`src/arg_pkg.sv`:
```
// Shared types and constants for the announcement relay gate.
// Holds mode and stop-cause codes, register indexes and the item, state, config and result structs.
// No dependencies.
package arg_pkg;

    localparam int MAX_PACKET_BYTES_DEF = 1279;

    localparam int TIME_W = 48;
    localparam int SEQ_W  = 32;
    localparam int LEN_W  = 11;
    localparam int ADDR_W = 32;
    localparam int CONN_W = 8;
    localparam int CFG_W  = 32;
    localparam int IDX_W  = 3;

    localparam logic [LEN_W-1:0] HDR_BYTES = 11'd4;
    localparam logic [7:0]       LOST_MAX  = 8'd255;

    localparam logic [CFG_W-1:0] MAX_DURATION_RST = 32'd180000000;
    localparam logic [CFG_W-1:0] SILENCE_RST      = 32'd1000000;
    localparam logic [CFG_W-1:0] GRACE_RST        = 32'd3000000;
    localparam logic [CFG_W-1:0] REFRESH_RST      = 32'd1000000;
    localparam logic [CFG_W-1:0] PRIMER_RST       = 32'd10000;

    localparam logic [IDX_W-1:0] REG_MAX_DURATION = 3'd0;
    localparam logic [IDX_W-1:0] REG_SILENCE      = 3'd1;
    localparam logic [IDX_W-1:0] REG_GRACE        = 3'd2;
    localparam logic [IDX_W-1:0] REG_REFRESH      = 3'd3;
    localparam logic [IDX_W-1:0] REG_PRIMER       = 3'd4;

    typedef enum logic [2:0] {
        MODE_PACKET = 3'd0,
        MODE_TICK   = 3'd1,
        MODE_START  = 3'd2,
        MODE_STOP   = 3'd3,
        MODE_CLOSE  = 3'd4
    } mode_t;

    typedef enum logic [2:0] {
        CAUSE_NONE     = 3'd0,
        CAUSE_DURATION = 3'd1,
        CAUSE_SILENCE  = 3'd2,
        CAUSE_NO_AUDIO = 3'd3,
        CAUSE_STOP     = 3'd4,
        CAUSE_CLOSED   = 3'd5
    } cause_t;

    typedef struct packed {
        logic [CFG_W-1:0] max_duration_us;
        logic [CFG_W-1:0] silence_limit_us;
        logic [CFG_W-1:0] start_grace_us;
        logic [CFG_W-1:0] refresh_period_us;
        logic [CFG_W-1:0] primer_period_us;
    } cfg_t;

    typedef struct packed {
        logic [2:0]        mode;
        logic [TIME_W-1:0] now_us;
        logic [LEN_W-1:0]  packet_length;
        logic [ADDR_W-1:0] sender_address;
        logic [SEQ_W-1:0]  sequence_number;
        logic [CONN_W-1:0] connection_id;
    } item_t;

    typedef struct packed {
        logic              session_on;
        logic [CONN_W-1:0] owner_connection;
        logic [ADDR_W-1:0] owner_address;
        logic [TIME_W-1:0] start_time;
        logic              audio_seen;
        logic              phone_seq_valid;
        logic [SEQ_W-1:0]  last_phone_seq;
        logic [SEQ_W-1:0]  out_seq_counter;
        logic [TIME_W-1:0] last_audio_time;
        logic [TIME_W-1:0] last_primer_time;
        logic [TIME_W-1:0] last_refresh_time;
    } state_t;

    typedef struct packed {
        logic             relay_audio;
        logic             send_primer;
        logic [SEQ_W-1:0] stamped_sequence;
        logic [7:0]       lost_count;
        logic [LEN_W-1:0] payload_length;
        logic             announce_on;
        logic [2:0]       stop_cause;
        logic             new_session;
        logic             end_of_session;
        logic             start_ok;
        logic             refresh_targets;
    } result_t;

endpackage

```
`src/arg_step.sv`:
```
// Single-step session logic of the announcement relay gate.
// Maps one item, the current state and the registers to a result and the next state.
// Depends on arg_pkg.
module arg_step
    import arg_pkg::*;
#(
    parameter int MAX_PACKET_BYTES = MAX_PACKET_BYTES_DEF
) (
    input  item_t   item,
    input  state_t  state,
    input  cfg_t    cfg,
    output result_t result,
    output state_t  state_next
);

    function automatic logic [TIME_W-1:0] elapsed(input logic [TIME_W-1:0] now,
                                                  input logic [TIME_W-1:0] ref_time);
        return (now >= ref_time) ? (now - ref_time) : '0;
    endfunction

    logic              do_start;
    logic              run;
    logic              got;
    logic [SEQ_W-1:0]  seq_diff;
    logic [SEQ_W-1:0]  seq_gap;
    logic [7:0]        lost;
    logic [TIME_W-1:0] start_eff;
    logic [TIME_W-1:0] refresh_eff;
    logic              audio_eff;
    logic              seq_valid_eff;
    logic              audio_after;
    logic [TIME_W-1:0] audio_time_after;
    logic [TIME_W-1:0] since_start;
    logic              wd_duration;
    logic              wd_silence;
    logic              wd_grace;
    logic              wd_end;
    logic              len_ok;
    logic              sender_ok;
    logic              seq_ok;
    logic              primer_due;
    logic              end_cmd;
    logic [2:0]        end_cause;

    always_comb begin
        do_start = (item.mode == MODE_START) && !state.session_on;
        run      = do_start || (state.session_on &&
                   (item.mode == MODE_PACKET || item.mode == MODE_TICK));

        // a fresh session sees its own start values in the same step
        start_eff     = do_start ? item.now_us : state.start_time;
        refresh_eff   = do_start ? item.now_us : state.last_refresh_time;
        audio_eff     = do_start ? 1'b0 : state.audio_seen;
        seq_valid_eff = do_start ? 1'b0 : state.phone_seq_valid;

        len_ok    = (item.packet_length > HDR_BYTES) &&
                    (item.packet_length <= LEN_W'(MAX_PACKET_BYTES));
        sender_ok = (state.owner_address == '0) ||
                    (item.sender_address == state.owner_address);
        seq_diff  = item.sequence_number - state.last_phone_seq;
        seq_gap   = seq_diff - 32'd1;
        seq_ok    = !seq_valid_eff || ((seq_diff != '0) && !seq_diff[SEQ_W-1]);
        got       = run && !do_start && (item.mode == MODE_PACKET) &&
                    len_ok && sender_ok && seq_ok;

        if (seq_valid_eff && seq_diff > 32'd1) begin
            lost = (seq_gap > 32'(LOST_MAX)) ? LOST_MAX : seq_gap[7:0];
        end else begin
            lost = '0;
        end

        audio_after      = audio_eff || got;
        audio_time_after = got ? item.now_us : state.last_audio_time;
        since_start      = elapsed(item.now_us, start_eff);

        wd_duration = since_start > TIME_W'(cfg.max_duration_us);
        wd_silence  = audio_after &&
                      (elapsed(item.now_us, audio_time_after) > TIME_W'(cfg.silence_limit_us));
        wd_grace    = !audio_after && (since_start > TIME_W'(cfg.start_grace_us));
        wd_end      = run && (wd_duration || wd_silence || wd_grace);

        primer_due = !audio_after &&
                     (elapsed(item.now_us, state.last_primer_time) >=
                      TIME_W'(cfg.primer_period_us));

        end_cmd = state.session_on &&
                  ((item.mode == MODE_STOP) ||
                   (item.mode == MODE_CLOSE && state.owner_connection == item.connection_id));
        end_cause = (item.mode == MODE_STOP) ? CAUSE_STOP : CAUSE_CLOSED;

        state_next = state;
        result     = '0;

        if (do_start) begin
            state_next.session_on        = 1'b1;
            state_next.owner_connection  = item.connection_id;
            state_next.owner_address     = item.sender_address;
            state_next.start_time        = item.now_us;
            state_next.audio_seen        = 1'b0;
            state_next.phone_seq_valid   = 1'b0;
            state_next.last_refresh_time = item.now_us;
            result.new_session           = 1'b1;
            result.start_ok              = 1'b1;
            result.refresh_targets       = 1'b1;
        end

        if (got) begin
            state_next.last_phone_seq  = item.sequence_number;
            state_next.phone_seq_valid = 1'b1;
            state_next.audio_seen      = 1'b1;
            state_next.last_audio_time = item.now_us;
        end

        if (wd_end || end_cmd) begin
            state_next.session_on        = 1'b0;
            state_next.owner_connection  = '0;
            state_next.last_refresh_time = item.now_us;
            result.end_of_session        = 1'b1;
            result.refresh_targets       = 1'b1;
            if (end_cmd) begin
                result.stop_cause = end_cause;
            end else if (wd_duration) begin
                result.stop_cause = CAUSE_DURATION;
            end else if (wd_silence) begin
                result.stop_cause = CAUSE_SILENCE;
            end else begin
                result.stop_cause = CAUSE_NO_AUDIO;
            end
        end else if (run) begin
            if (elapsed(item.now_us, refresh_eff) > TIME_W'(cfg.refresh_period_us)) begin
                state_next.last_refresh_time = item.now_us;
                result.refresh_targets       = 1'b1;
            end
            if (got) begin
                result.relay_audio         = 1'b1;
                result.stamped_sequence    = state.out_seq_counter;
                result.lost_count          = lost;
                result.payload_length      = item.packet_length - HDR_BYTES;
                state_next.out_seq_counter = state.out_seq_counter + 32'd1;
            end else if (primer_due) begin
                result.send_primer          = 1'b1;
                result.stamped_sequence     = state.out_seq_counter;
                state_next.out_seq_counter  = state.out_seq_counter + 32'd1;
                state_next.last_primer_time = item.now_us;
            end
        end

        result.announce_on = state_next.session_on;
    end

endmodule

```
`src/announce_relay_gate.sv`:
```
// Announcement relay gate: one result beat for every input beat.
// Each input beat passes through the input register and then the result register.
// One beat per cycle unless m_tready stalls; state updates in the same cycle as the result.
// Reset (aresetn low, synchronous) clears the session state and loads the register defaults.
// Depends on arg_pkg and arg_step.
module announce_relay_gate
    import arg_pkg::*;
#(
    parameter int MAX_PACKET_BYTES = MAX_PACKET_BYTES_DEF
) (
    input  logic         aclk,
    input  logic         aresetn,

    input  logic         s_tvalid,
    output logic         s_tready,
    // [47:0] now_us, [58:48] packet_length, [90:59] sender_address,
    // [122:91] sequence_number, [130:123] connection_id
    input  logic [135:0] s_tdata,
    // [2:0] mode
    input  logic [2:0]   s_tuser,

    output logic         m_tvalid,
    input  logic         m_tready,
    // [0] relay_audio, [1] send_primer, [33:2] stamped_sequence, [41:34] lost_count,
    // [52:42] payload_length, [53] announce_on, [56:54] stop_cause, [57] new_session,
    // [58] end_of_session, [59] start_ok, [60] refresh_targets
    output logic [63:0]  m_tdata,

    input  logic         cfg_valid,
    output logic         cfg_ready,
    input  logic [2:0]   cfg_index,
    input  logic [31:0]  cfg_data
);

    logic    in_valid_reg;
    item_t   in_item_reg;
    logic    out_valid_reg;
    result_t out_result_reg;
    state_t  state_reg;
    state_t  state_next;
    cfg_t    cfg_reg;
    result_t result_next;
    logic    advance;

    assign advance   = in_valid_reg && (!out_valid_reg || m_tready);
    assign s_tready  = !in_valid_reg || advance;
    assign cfg_ready = 1'b1;

    arg_step #(
        .MAX_PACKET_BYTES(MAX_PACKET_BYTES)
    ) u_step (
        .item      (in_item_reg),
        .state     (state_reg),
        .cfg       (cfg_reg),
        .result    (result_next),
        .state_next(state_next)
    );

    always_ff @(posedge aclk) begin
        if (!aresetn) begin
            in_valid_reg <= 1'b0;
        end else if (s_tready) begin
            in_valid_reg <= s_tvalid;
        end
    end

    always_ff @(posedge aclk) begin
        if (s_tvalid && s_tready) begin
            in_item_reg.mode            <= s_tuser;
            in_item_reg.now_us          <= s_tdata[47:0];
            in_item_reg.packet_length   <= s_tdata[58:48];
            in_item_reg.sender_address  <= s_tdata[90:59];
            in_item_reg.sequence_number <= s_tdata[122:91];
            in_item_reg.connection_id   <= s_tdata[130:123];
        end
    end

    always_ff @(posedge aclk) begin
        if (!aresetn) begin
            out_valid_reg <= 1'b0;
        end else if (advance) begin
            out_valid_reg <= 1'b1;
        end else if (m_tready) begin
            out_valid_reg <= 1'b0;
        end
    end

    always_ff @(posedge aclk) begin
        if (advance) begin
            out_result_reg <= result_next;
        end
    end

    always_ff @(posedge aclk) begin
        if (!aresetn) begin
            state_reg <= '0;
        end else if (advance) begin
            state_reg <= state_next;
        end
    end

    always_ff @(posedge aclk) begin
        if (!aresetn) begin
            cfg_reg.max_duration_us   <= MAX_DURATION_RST;
            cfg_reg.silence_limit_us  <= SILENCE_RST;
            cfg_reg.start_grace_us    <= GRACE_RST;
            cfg_reg.refresh_period_us <= REFRESH_RST;
            cfg_reg.primer_period_us  <= PRIMER_RST;
        end else if (cfg_valid && cfg_ready) begin
            unique case (cfg_index)
                REG_MAX_DURATION: cfg_reg.max_duration_us   <= cfg_data;
                REG_SILENCE:      cfg_reg.silence_limit_us  <= cfg_data;
                REG_GRACE:        cfg_reg.start_grace_us    <= cfg_data;
                REG_REFRESH:      cfg_reg.refresh_period_us <= cfg_data;
                REG_PRIMER:       cfg_reg.primer_period_us  <= cfg_data;
                default: begin
                    // drop writes beyond the register list
                end
            endcase
        end
    end

    assign m_tvalid = out_valid_reg;
    assign m_tdata  = {3'b000,
                       out_result_reg.refresh_targets,
                       out_result_reg.start_ok,
                       out_result_reg.end_of_session,
                       out_result_reg.new_session,
                       out_result_reg.stop_cause,
                       out_result_reg.announce_on,
                       out_result_reg.payload_length,
                       out_result_reg.lost_count,
                       out_result_reg.stamped_sequence,
                       out_result_reg.send_primer,
                       out_result_reg.relay_audio};

endmodule

```
`config.mk`:
```
export PLATFORM = sky130hd
export DESIGN_NAME = announce_relay_gate
export DESIGN_NICKNAME = d
export VERILOG_FILES = /design/src/arg_pkg.sv /design/src/arg_step.sv /design/src/announce_relay_gate.sv
export SDC_FILE = /design/constraint.sdc
export NUM_CORES = 2
export LEC_CHECK = 0
export ABC_AREA = 1
export BUFFER_PORTS_ARGS = -buffer_cell sky130_fd_sc_hd__buf_2
export CORE_UTILIZATION = 45
export DETAILED_ROUTE_END_ITERATION = 16
export PLACE_DENSITY = 0.74
export SYNTH_ARGS = -nofsm -noshare
export SYNTH_HDL_FRONTEND = slang
export SYNTH_SLANG_ARGS = --single-unit
```
`constraint.sdc`:
```
create_clock -name aclk -period 9.4 [get_ports aclk]
set_input_delay 1.88 -clock aclk [delete_from_list [all_inputs] [get_ports aclk]]
set_output_delay 1.88 -clock aclk [all_outputs]
set_load 0.05 [all_outputs]
```
==> impl_metrics.csv <==
group,metric,value,unit
route,wl,146100,um
layout,area_growth,12.50,%
route,drt_iter0_markers,4166,
run,cap_violations,0,
layout,seqCellArea,15030,um^2
setup_path,crit_end,"state_reg[51]",
power_and_ir_drop,clkPwrFrac,38.0,%
grt,grt_pass1_vias,41360,
power_and_ir_drop,vdd_drop_max,0.1562,mV
setup_path,critPathMaxStageDelay,0.40,ns
yosys,synth_cells,6761,
power_and_ir_drop,seqPwrFrac,39.1,%
clock_network,cts_buffer_depth,3,
route,drtPass1Iterations,7,
power_and_ir_drop,total_power,7.866,mW
sta,fmaxAchievable,0.1110,GHz
setup_path,regToRegSetupSlack,0.39,ns
setup_path,startpoint_type,"flip-flop",
layout,fin_cells,8387,
status,status,"finished, final reports clean",
layout,multi_input_area,26080,um^2
setup_path,critPathSlowestCell,"fa_1",
clock_network,clk_latency,0.67,ns
power_and_ir_drop,power_density,152.5,nW/um^2
clock_network,h-tree-depth,3,
sta,fin_hold_ws,0.4533,ns
setup_path,reg2reg_depth,62,
setup_path,cpMostUsedCell,"nand2_1",
route,post_drt_wl_per_cell,17.42,um
yosys,synth.distinct_cells,56,
sta,finalSetupViolCount,0,
floorplanning,core-area,100600,um^2
floorplanning,die_y,321.2,um
setup_path,crit_type,"reg -> reg",
layout,largest_reg_flops,298,
layout,fill_cells,9907,
yosys,syn-cell-area,45850,um^2
sta,hold_viol,0,
power_and_ir_drop,intPower,5.341,mW
placement,place_ws,-0.02558,ns
yosys,ys_seq_area_share,32.79,%
power_and_ir_drop,leakagePower,23.26,nW
grt,grt_max_degree,95,
yosys,synth-seq-cells,654,
layout,nNetsFinal,7541,
floorplanning,dieArea,103200,um^2
floorplanning,ioPinCount,246,
sta,fin_crit_sh,95.80,%
power_and_ir_drop,p_sw,2.526,mW
clock_network,cts_buffers,74,
hold_path,hold_class,"reg -> reg",
sta,tightest_slew,1.135,ns
sta,period_needed,9.006,ns
layout,final_util,51.29,%
setup_path,crit_start,"in_item_reg[8]",
clock_network,cts_tree,"done",
floorplanning,start_util,45.59,%
setup_path,arrival,9.61,ns
layout,drive_gt1_share,8.367,%
grt,grt_overflow,0,
sta,fin_ws,0.3943,ns
route,postRouteAntennaNets,0,
clock_network,clock-root-buffer,"clkbuf_16",
yosys,synth_edf_count,194,
yosys,ys.flop_type,"dfxtp_1",
clock_network,cts_hold_buf,0,
placement,numPortBuffers,236,
clock_network,cts.sinks,654,
power_and_ir_drop,power_frac_comb,22.9,%
route,vias,45060,
layout,design_area,51590,um^2
yosys,synth_area_per_cell,6.782,um^2
yosys,ys_warn_count,0,
power_and_ir_drop,swShare,32.11,%
floorplanning,die_x,321.2,um
setup_path,r2r-start,"in_item_reg[8]",
floorplanning,rows,116,
placement,gp_congestion,1.025,
clock_network,clk_pin_slew,0.07,ns
grt,grt_pass1_wl,224700,um
grt,grt_usage,27.47,%
grt,antenna_found_initial,13,
setup_path,required,10.00,ns
sta,slew_viol_final,0,
route,remaining_drc_errors,0,
setup_path,path_max_fanout,14,
sta,finalSetupTns,0,ns
yosys,synthArstFlopShare,0,%
placement,dp.cells,8238,
placement,placed_area,48860,um^2
placement,dp_hpwl,110700,um
sta,clock_skew,0.02613,ns
setup_path,regToRegEndpoint,"state_reg[51]",
setup_path,cp-end-kind,"flip-flop",
route,avgViaCountPerCell,5.373,
sta,slew_headroom,24.04,%
-- layer usage --
metal  GRT usage, %  routed length [um]
met5              0                 115
met4          12.67                7226
met2          43.42               63490
met1          35.89               63150
met3          5.591               12130
-- power groups by stage --
| stage | Combinational (mW) | Sequential [mW] | Clock, mW |
|---|---|---|---|
| floorplan | 1.19 | 3.15 | 0 |
| global placement | 1.72 | 3.13 | 0 |
| detailed placement | 1.75 | 3.13 | 0 |
| CTS | 1.76 | 3.07 | 3.04 |
| global route | 2.01 | 3.08 | 3.14 |
| finish | 1.80 | 3.07 | 2.99 |
-- critical path: cells and delay by family (launching register included) --
family | cells | cell delay, ns
xor+xnor | 1 | 0.13
flops | 1 | 0.37
fa+ha+maj | 5 | 1.51
compound gates | 7 | 0.96
buf+inv | 15 | 2.14
simple gates | 34 | 3.78
-- cell families after synthesis --
logic type / after synthesis / share of synthesized area (%)
AO/OA/AOI/OAI: 1384 / 16.72
XOR/XNOR: 167 / 3.190
adder cells (fa/ha/maj): 393 / 10.81
buffers and inverters: 1279 / 10.68
flip-flops: 654 / 32.79
other: 2 / 0.01638
AND/OR/NAND/NOR: 2882 / 25.80
-- cell usage after synthesis (all sizes together) (2+ instances only) --
library cell	instances	area, um^2
nand2	1618	6093
inv	1042	3911
nor2	678	2552
a21oi	627	3138
dfxtp	460	9209
o21ai	456	2282
ha	388	4855
nand3	340	1707
clkbuf	194	728.2
edfxtp	194	5826
xnor2	99	867.1
a211oi	97	728.2
nor3	78	390.4
xor2	68	595.6
nand4	59	384.1
a31oi	57	356.6
or2	52	325.3
o211ai	47	352.8
buf	39	244.0
nor4	31	193.9
a21o	17	127.6
o21a	17	127.6
o221ai	13	113.9
o21bai	12	90.09
nand3b	11	82.58
o2111ai	9	78.83
and3	8	50.05
o31ai	7	52.55
a21boi	5	37.53
fa	5	100.1
a41o	4	40.04
and2	4	25.02
clkinv	4	15.01
a31o	3	26.28
a2111oi	2	17.52
a211o	2	17.52
a221oi	2	17.52
a311oi	2	17.52
conb	2	7.510
o22ai	2	12.51
or4	2	15.01
-- worst min path at each step --
stage,to,from,cells past startpoint
final,state_reg[100],state_reg[100],2
after global routing,state_reg[137],state_reg[137],2
after CTS,state_reg[137],state_reg[137],2
after detailed placement,state_reg[101],state_reg[101],2
after global placement,state_reg[133],state_reg[133],2
after floorplan,state_reg[100],state_reg[100],2
-- final cells by class --
| type | count | share of cell area, % |
|---|---|---|
| Antenna cell | 2 | 0.009702 |
| Clock buffer | 93 | 3.924 |
| Clock inverter | 42 | 0.8683 |
| Inverter | 1046 | 7.635 |
| Multi-Input combinational cell | 4830 | 50.55 |
| Sequential cell | 654 | 29.14 |
| Tap cell | 1357 | 3.291 |
| Timing Repair Buffer | 363 | 4.577 |
-- timing repair --
item	4_1_cts	5_1_grt
buffers inserted	0	8
gates resized for setup	1	24
setup endpoints to repair	63	194
gates cloned	0	4
pin swaps	0	8
-- cells in the final DEF (no fill, tap or decap), types with 18 or more instances in the layout --
cell type | netlist | layout
a211oi_1 | 97 | 96
nor2_1 | 675 | 665
o21ai_1 | 19 | 18
a31oi_1 | 57 | 57
nand2_1 | 1610 | 1604
inv_1 | 1036 | 1033
clkbuf_16 | 0 | 78
nor3_1 | 78 | 77
ha_1 | 388 | 387
buf_4 | 12 | 108
dfxtp_1 | 460 | 460
a21oi_1 | 627 | 627
nand4_1 | 58 | 58
nand3_1 | 339 | 338
nor4_1 | 31 | 30
xnor2_1 | 99 | 98
o211ai_1 | 47 | 47
xor2_1 | 68 | 68
buf_2 | 18 | 235
o21ai_0 | 437 | 434
edfxtp_1 | 194 | 194
or2_2 | 50 | 50
No activity file was read; power rests on OpenSTA's default activity.
